## src/adq_pkg.sv

```systemverilog
// ----------------------------------------------------------------------------
// adq_pkg
// shared types and constants for the alarm delta queue and its slot cells
// ----------------------------------------------------------------------------
package adq_pkg;

    localparam int unsigned OWNER_W    = 8;
    localparam int unsigned SECONDS_W  = 16;
    localparam int unsigned TPS_W      = 10;
    localparam int unsigned REMAIN_W   = 27;

    // at most this many alarms fire on one tick
    localparam int unsigned RESULT_LIMIT = 16;
    localparam int unsigned FIRE_CNT_W   = $clog2(RESULT_LIMIT);

    localparam logic [TPS_W-1:0] TPS_RESET = 10'd100;

    // operation codes of an input transaction
    localparam logic OP_TICK = 1'b0;
    localparam logic OP_SET  = 1'b1;

    // event kinds of a result transaction
    localparam logic EV_FIRED  = 1'b0;
    localparam logic EV_REJECT = 1'b1;

    typedef enum logic [1:0] {
        ST_IDLE,
        ST_INSERT,
        ST_FIRE
    } adq_state_t;

    typedef enum logic [1:0] {
        CELL_HOLD,
        CELL_INSERT,
        CELL_DECR,
        CELL_SHIFT
    } cell_cmd_t;

    // contents of one slot
    typedef struct packed {
        logic                valid;
        logic [OWNER_W-1:0]  owner;
        logic [REMAIN_W-1:0] remaining;
    } cell_data_t;

    // command broadcast to every cell of the chain
    typedef struct packed {
        cell_cmd_t           cmd;
        logic [REMAIN_W-1:0] ticks;
        logic [OWNER_W-1:0]  new_owner;
    } cell_ctrl_t;

endpackage

```

## src/alarm_delta_queue.sv

```systemverilog
// ----------------------------------------------------------------------------
// alarm_delta_queue
// pool of alarm slots kept in expiry order in a chain of cells; set inserts
// an alarm, tick counts every alarm down and fires the ones that are due
// ----------------------------------------------------------------------------
//
// channel   | ports                                        | handshake
// ----------+----------------------------------------------+------------------------
// command   | operation, requester_id, delay_seconds       | start high, busy low
// result    | event_kind, target_id, last_of_run           | result_strobe, 1 cycle
// config    | cfg_wdata (ticks_per_second)                 | cfg_we
//
// set: the delay is accepted, scaled and registered in the idle state, then
//   all cells insert in parallel in the insert state; a set into a full pool
//   is rejected at once and its reject transaction shows up in the next cycle
// tick: all cells count down, then due alarms pop from the head one by one
//   (at most 16) until none is due; the head cell sets the pace
// reset clears all slot valid bits at once and loads ticks_per_second = 100
// results cannot be stalled; each result transaction is on the ports for
//   exactly one cycle
// ----------------------------------------------------------------------------
module alarm_delta_queue
#(
    parameter int unsigned ALARM_SLOTS = 16
)
(
    input  logic                            clk,
    input  logic                            rst_n,
    // command transaction
    input  logic                            start,
    output logic                            busy,
    input  logic                            operation,
    input  logic [adq_pkg::OWNER_W-1:0]     requester_id,
    input  logic [adq_pkg::SECONDS_W-1:0]   delay_seconds,
    // result transaction
    output logic                            result_strobe,
    output logic                            event_kind,
    output logic [adq_pkg::OWNER_W-1:0]     target_id,
    output logic                            last_of_run,
    // ticks_per_second register
    input  logic                            cfg_we,
    input  logic [adq_pkg::TPS_W-1:0]       cfg_wdata
);

    adq_pkg::adq_state_t            state_reg;
    adq_pkg::adq_state_t            state_next;
    logic [adq_pkg::TPS_W-1:0]      tps_reg;
    logic [adq_pkg::REMAIN_W-1:0]   ticks_reg;
    logic [adq_pkg::OWNER_W-1:0]    id_reg;
    logic [adq_pkg::FIRE_CNT_W-1:0] fire_cnt_reg;
    logic [adq_pkg::FIRE_CNT_W-1:0] fire_cnt_next;

    // output registers
    logic                           strobe_reg;
    logic                           strobe_next;
    logic                           kind_reg;
    logic                           kind_next;
    logic [adq_pkg::OWNER_W-1:0]    target_reg;
    logic [adq_pkg::OWNER_W-1:0]    target_next;
    logic                           last_reg;
    logic                           last_next;

    // cell chain
    adq_pkg::cell_ctrl_t            cell_ctrl;
    adq_pkg::cell_data_t            cell_q    [ALARM_SLOTS];
    logic                           cell_keep [ALARM_SLOTS];

    logic                           pool_full;
    logic                           head_due;
    logic                           second_due;
    logic                           accept;
    logic [adq_pkg::REMAIN_W-1:0]   scaled_ticks;

    assign busy      = (state_reg != adq_pkg::ST_IDLE);
    assign accept    = start && !busy;
    // packed pool: full when the tail cell holds an alarm
    assign pool_full = cell_q[ALARM_SLOTS-1].valid;
    assign head_due  = cell_q[0].valid && (cell_q[0].remaining == '0);
    assign second_due = cell_q[1].valid && (cell_q[1].remaining == '0);

    // 16 x 10 product always fits the remaining-time width
    assign scaled_ticks = adq_pkg::REMAIN_W'(delay_seconds * tps_reg);

    // ------------------------------------------------------------------
    // sequencer: next state, cell command and result transaction
    // ------------------------------------------------------------------
    always_comb
    begin
        state_next          = state_reg;
        cell_ctrl.cmd       = adq_pkg::CELL_HOLD;
        cell_ctrl.ticks     = ticks_reg;
        cell_ctrl.new_owner = id_reg;
        fire_cnt_next       = fire_cnt_reg;
        strobe_next         = 1'b0;
        kind_next           = kind_reg;
        target_next         = target_reg;
        last_next           = last_reg;
        case (state_reg)
            adq_pkg::ST_IDLE:
            begin
                if (start)
                begin
                    if (operation == adq_pkg::OP_SET)
                    begin
                        if (pool_full)
                        begin
                            // reject right away, pool stays as it is
                            strobe_next = 1'b1;
                            kind_next   = adq_pkg::EV_REJECT;
                            target_next = requester_id;
                            last_next   = 1'b1;
                        end
                        else
                        begin
                            state_next = adq_pkg::ST_INSERT;
                        end
                    end
                    else
                    begin
                        // count every alarm down, firing follows
                        cell_ctrl.cmd = adq_pkg::CELL_DECR;
                        fire_cnt_next = '0;
                        state_next    = adq_pkg::ST_FIRE;
                    end
                end
            end
            adq_pkg::ST_INSERT:
            begin
                cell_ctrl.cmd = adq_pkg::CELL_INSERT;
                state_next    = adq_pkg::ST_IDLE;
            end
            adq_pkg::ST_FIRE:
            begin
                if (head_due)
                begin
                    // pop the head alarm, the chain moves one cell forward
                    cell_ctrl.cmd = adq_pkg::CELL_SHIFT;
                    strobe_next   = 1'b1;
                    kind_next     = adq_pkg::EV_FIRED;
                    target_next   = cell_q[0].owner;
                    last_next     = !second_due ||
                        (fire_cnt_reg == adq_pkg::FIRE_CNT_W'(adq_pkg::RESULT_LIMIT - 1));
                    fire_cnt_next = fire_cnt_reg + 1'b1;
                    if (last_next)
                    begin
                        state_next = adq_pkg::ST_IDLE;
                    end
                end
                else
                begin
                    // nothing due on this tick
                    state_next = adq_pkg::ST_IDLE;
                end
            end
            default:
            begin
                state_next = adq_pkg::ST_IDLE;
            end
        endcase
    end

    always_ff @(posedge clk or negedge rst_n)
    begin
        if (!rst_n)
        begin
            state_reg    <= adq_pkg::ST_IDLE;
            fire_cnt_reg <= '0;
            strobe_reg   <= 1'b0;
            tps_reg      <= adq_pkg::TPS_RESET;
        end
        else
        begin
            state_reg    <= state_next;
            fire_cnt_reg <= fire_cnt_next;
            strobe_reg   <= strobe_next;
            if (cfg_we)
            begin
                tps_reg <= cfg_wdata;
            end
        end
    end

    // payload registers, no reset
    always_ff @(posedge clk)
    begin
        kind_reg   <= kind_next;
        target_reg <= target_next;
        last_reg   <= last_next;
        if (accept && (operation == adq_pkg::OP_SET))
        begin
            ticks_reg <= scaled_ticks;
            id_reg    <= requester_id;
        end
    end

    assign result_strobe = strobe_reg;
    assign event_kind    = kind_reg;
    assign target_id     = target_reg;
    assign last_of_run   = last_reg;

    // ------------------------------------------------------------------
    // chain of slot cells, position 0 is the earliest alarm
    // ------------------------------------------------------------------
    for (genvar i = 0; i < ALARM_SLOTS; i++)
    begin : g_cell
        logic                prev_keep;
        adq_pkg::cell_data_t prev_data;
        adq_pkg::cell_data_t next_data;

        if (i == 0)
        begin : g_head
            // new alarm lands here when nothing is ahead of it
            assign prev_keep = 1'b1;
            assign prev_data = '0;
        end
        else
        begin : g_body
            assign prev_keep = cell_keep[i-1];
            assign prev_data = cell_q[i-1];
        end

        if (i == ALARM_SLOTS - 1)
        begin : g_tail
            // empty slot shifts in at the tail
            assign next_data = '0;
        end
        else
        begin : g_inner
            assign next_data = cell_q[i+1];
        end

        adq_cell u_cell
        (
            .clk       (clk),
            .rst_n     (rst_n),
            .ctrl      (cell_ctrl),
            .prev_keep (prev_keep),
            .prev_data (prev_data),
            .next_data (next_data),
            .data      (cell_q[i]),
            .keep      (cell_keep[i])
        );
    end

endmodule

```

## src/adq_cell.sv

```systemverilog
// ----------------------------------------------------------------------------
// adq_cell
// one alarm slot of the chain: holds owner and ticks left, loads from either
// neighbor on insert or shift
// ----------------------------------------------------------------------------
module adq_cell
(
    input  logic                clk,
    input  logic                rst_n,
    input  adq_pkg::cell_ctrl_t ctrl,
    input  logic                prev_keep,
    input  adq_pkg::cell_data_t prev_data,
    input  adq_pkg::cell_data_t next_data,
    output adq_pkg::cell_data_t data,
    output logic                keep
);

    logic                         valid_reg;
    logic                         valid_next;
    logic [adq_pkg::OWNER_W-1:0]  owner_reg;
    logic [adq_pkg::OWNER_W-1:0]  owner_next;
    logic [adq_pkg::REMAIN_W-1:0] remaining_reg;
    logic [adq_pkg::REMAIN_W-1:0] remaining_next;

    // slot stays ahead of a new alarm with the given expiry
    assign keep = valid_reg && (remaining_reg <= ctrl.ticks);

    always_comb
    begin
        valid_next     = valid_reg;
        owner_next     = owner_reg;
        remaining_next = remaining_reg;
        case (ctrl.cmd)
            adq_pkg::CELL_INSERT:
            begin
                if (!keep)
                begin
                    if (prev_keep)
                    begin
                        valid_next     = 1'b1;
                        owner_next     = ctrl.new_owner;
                        remaining_next = ctrl.ticks;
                    end
                    else
                    begin
                        valid_next     = prev_data.valid;
                        owner_next     = prev_data.owner;
                        remaining_next = prev_data.remaining;
                    end
                end
            end
            adq_pkg::CELL_DECR:
            begin
                if (valid_reg && (remaining_reg != '0))
                begin
                    remaining_next = remaining_reg - 1'b1;
                end
            end
            adq_pkg::CELL_SHIFT:
            begin
                valid_next     = next_data.valid;
                owner_next     = next_data.owner;
                remaining_next = next_data.remaining;
            end
            default:
            begin
                valid_next = valid_reg;
            end
        endcase
    end

    always_ff @(posedge clk or negedge rst_n)
    begin
        if (!rst_n)
        begin
            valid_reg <= 1'b0;
        end
        else
        begin
            valid_reg <= valid_next;
        end
    end

    always_ff @(posedge clk)
    begin
        owner_reg     <= owner_next;
        remaining_reg <= remaining_next;
    end

    assign data.valid     = valid_reg;
    assign data.owner     = owner_reg;
    assign data.remaining = remaining_reg;

endmodule
```

## config.mk

```make
export PLATFORM = sky130hd
export DESIGN_NAME = alarm_delta_queue
export DESIGN_NICKNAME = d
export VERILOG_FILES = /design/src/adq_pkg.sv /design/src/alarm_delta_queue.sv /design/src/adq_cell.sv
export SDC_FILE = /design/constraint.sdc
export NUM_CORES = 2
export LEC_CHECK = 0
export ABC_AREA = 1
export BUFFER_PORTS_ARGS = -buffer_cell sky130_fd_sc_hd__buf_4
export CORE_MARGIN = 1.5
export CORE_UTILIZATION = 45
export CTS_CLUSTER_DIAMETER = 80
export DETAILED_ROUTE_END_ITERATION = 6
export PLACE_DENSITY = 0.7
export REMOVE_ABC_BUFFERS = 1
export SYNTH_ARGS = -nofsm -noshare
export SYNTH_HDL_FRONTEND = slang
export SYNTH_SLANG_ARGS = --single-unit
```

## constraint.sdc

```tcl
create_clock -name clk -period 6 [get_ports clk]
set_clock_uncertainty 0.05 [all_clocks]
set_input_delay 0.6 -clock clk [delete_from_list [all_inputs] [get_ports clk]]
set_output_delay 0.6 -clock clk [all_outputs]
set_load 0.005 [all_outputs]
```

==> impl_results.md <==
* Outcome: finished, violations left
* Failing checks: design-rule violations
* Critical Path Sink Type: register
* Layout area overhead at 7.50%
* Die ar. at 143,000 um2
* Max-cap violations at 0
* Syn Inst Count at 9,370
* Clock-pin slew on the worst setup and hold paths at 0.06 ns
* CP max-delay cell: dfrtp_1
* Worst R2R Setup Slack at 0.63 ns
* Overall Power at 24,700 uW
* Buffers added on ports at 50
* Largest net degree at the start of global routing at 192
* Seq/Total Area, Yosys at 30.1%
* Routed vias/inst at 5.80
* Worst Path Required at 6.39 ns
* Drt total wl at 230,000 um
* Pre-CTS setup slack at 0.583 ns
* Antenna-violating nets left at 0
* WP depth at 16
* Synth Warn # at 0
* PD cells at 364 nW/um2
* Final Cell Area at 67,900 um2
* Fin crit share at 89.4%
* Routed wire per std cell at 20.6 um
* Initial DRC count at 8,182
* Worst Hold Class: input port to register
* CTS root buffer: clkbuf_16
* Initial core utilization at 45.3%
* Vias post-DR at 64,782
* # resized after CTS at 0
* Top-Level Pins at 51
* Vias in the first global route at 61,192
* Mean Syn Cell Area at 6.74 um2
* Final Hold Viols at 0
* Met2 global-route usage at 50.5%
* Clock H-tree levels at 3
* LEAKAGE at 0.0325 uW
* EDFF count, synth at 604
* # Post-CTS Setup Buffers at 0
* GR Util met3 at 4.79%
* Worst path max stage delay at 0.74 ns
* N_diodes at 0
* Crit path from: tps_reg[1]
* CP top delay family: adder cells
* RSZ-0062 raised after global routing: no
* Yosys reg bits at 637
* Top cells by area, synth: edfxtp_1 (29%), nand2_1 (16%), nand3_1 (12%)
* Worst-Margin Slew at 1.34 ns
* First-pass GRT wire length at 356,000 um
* Area leader, netlist: edfxtp_1
* Worst setup path class: register to register
* RR Endpoint: ticks_reg[20]
* Placed cell area at 65,200 um2
* Worst rel slew slack at 10.5%
* CTS tree: built
* Initial DRT Pass Iterations at 7
* RR Startpoint: tps_reg[1]
* Max reg flops at 432
* Tot GR Track Use at 31.7%
* CTS buffer count at 82
* Post-synth top flop: edfxtp_1
* # setup viols final at 0
* R2R cell count at 16
* Critical Path AT at 5.76 ns
* GR met1 Demand/Resource at 43.0%
* TNS Setup at 0 ns
* Post-synth ARST share at 5.18%
* Total core area at 139,000 um2
* Max Buffers Root-to-Sink at 3
* Setup ws final at 0.635 ns
* Hpwl dp at 168,000 um
* Skew-Pair Late Insertion Delay at 0.70 ns
* Post-Syn Area at 63,100 um2
* Cell variety after synth at 46
* Die Y at 378 um
* Gr ovfl total at 0
* DRC Markers at 15
* Tmin final at 5.37 ns
* Final Max Tran Viols at 0
* Layout cells sized above 1 at 3.81%
* Post-synth top area share at 28.7%
* Antenna violations before repair at 1
* Busiest grt layer: met2
* Routability-driven placement congestion ratio at 0.979
* Die W at 378 um
* CP cell instances: nand2_1 > fa_1 > inv_1 > fa_1 > fa_1 > fa_1 > inv_1 > fa_1 > inv_1 > ha_1 > nand2_1 > nor4_1 > a21o_1 > nand2_1 > nand3_1 > nand2_1
* Type of origin of the critical path: register
* Crit path to: ticks_reg[20]
* Bufs and invs on worst path at 3
* CP max FO at 17
* # nets final at 9,869
* CP most frequent cell: fa_1
* Fmax at 0.186 GHz
* Maximum vdd ir drop at 0.353 mV
* CTS Sinks at 637
* Fin util at 48.7%
* Standard-cell row count at 137
-- report_power, final --
group	internal (uW)	leakage [uW]	switching, uW
Clock	2910	0.00129	2180
Sequential	6020	0.00600	696
Combinational	4060	0.0252	8820
Total	13000	0.0325	11700
-- cells in the final DEF (no fill, tap or decap), types with 13 or more instances in the layout --
cell	count
o221ai_1	35
a31oi_1	13
ha_1	494
inv_2	27
o21ai_0	330
nor3_1	73
fa_1	110
buf_4	156
nand2_1	2639
nor4_1	17
nand3_1	1458
a21oi_1	190
o22ai_1	151
buf_12	14
nor2_1	862
o32ai_1	55
clkbuf_16	83
dfrtp_1	30
clkbuf_1	27
nand4_1	125
a21o_1	30
o21bai_1	14
or2_2	16
xor2_1	142
edfxtp_1	604
inv_1	1469
-- worst register-to-register path: cells and delay by family (launching register included) --
kind                       cells  cell delay, ns
adders and majority gates      6            2.93
and+or+nand+nor                6            1.05
DFF                            1            0.74
AOI/OAI and AO/OA              1            0.23
buffers and inverters          3            0.14
-- logic make-up after synthesis --
logic type / synth area share, %
AND/OR/NAND/NOR: 35.1
AO/OA/AOI/OAI: 7.69
multiplexers: 0.178
XOR/XNOR: 2.08
buffers and inverters: 11.7
flip-flops: 30.1
adder cells (fa/ha/maj): 13.3
-- cells in the mapped netlist (3+ instances only) --
library cell and number:
nor2b_1 3, nor3_1 73, clkbuf_1 308, fa_1 110, o21bai_1 14, o22ai_1 151, nand2_1 2640, and3_1 8
o31ai_1 6, mux2_2 10, buf_1 21, o211ai_1 4, dfstp_2 3, o221ai_1 35, edfxtp_1 604, nand4_1 125
buf_2 46, xnor2_1 8, or2_2 16, nand2_2 3, o21ai_0 330, nor2_1 863, a31oi_1 13, a21oi_1 190
clkinv_1 26, dfrtp_1 30, nor3b_1 4, nor4_1 17, inv_2 4, inv_1 1471, o32ai_1 55, and2_1 9
nand3_1 1458, buf_6 23, ha_1 494, nand3b_1 12, a21o_1 30, xor2_1 142
-- layer usage --
| layer | share of wire (%) | vias up |
|---|---|---|
| met3 | 9.6 | 620 |
| met5 | 0 | - |
| met1 | 41 | 30397 |
| met4 | 4.4 | 0 |
| met2 | 45 | 3428 |
| li1 | - | 30337 |
-- per-stage QoR --
step                cells  hold slack, ns
CTS                 11167          0.0203
global placement    11017           0.451
floorplan            8971           0.254
finish              11167          0.0514
detailed placement  11017           0.467
global route        11167          0.0260
-- repair_timing --
| item | in CTS | in global routing |
|---|---|---|
| hold endpoints to repair | 30 | 0 |
| endpoints found under the setup margin | 0 | 0 |
| hold buffers | 1 | 0 |
-- worst min-delay path by stage --
| stage | startpoint | endpoint | slack (ns) | depth (start not counted) |
|---|---|---|---|---|
| after CTS | requester_id[3] | id_reg[3] | 0.02 | 1 |
| after floorplan | rst_n | fire_cnt_reg[0] | 0.25 | 0 |
| after global placement | fire_cnt_reg[3] | fire_cnt_reg[3] | 0.45 | 2 |
| after detailed placement | g_cell[15].u_cell.owner_reg[2] | g_cell[14].u_cell.owner_reg[2] | 0.47 | 2 |
| after global routing | requester_id[3] | id_reg[3] | 0.03 | 1 |
| final | requester_id[3] | id_reg[3] | 0.05 | 1 |
-- cell type report --
type	count	area [um2]
clock inverters	31	345
inverters	1501	5650
repair buffers	171	1460
well taps	1876	2350
clock buffers	118	2290
flip-flops and latches	637	19000
multi-input cells	6833	36800
fillers	14094	71500
Note: power is estimated with default switching activity, not from simulation.
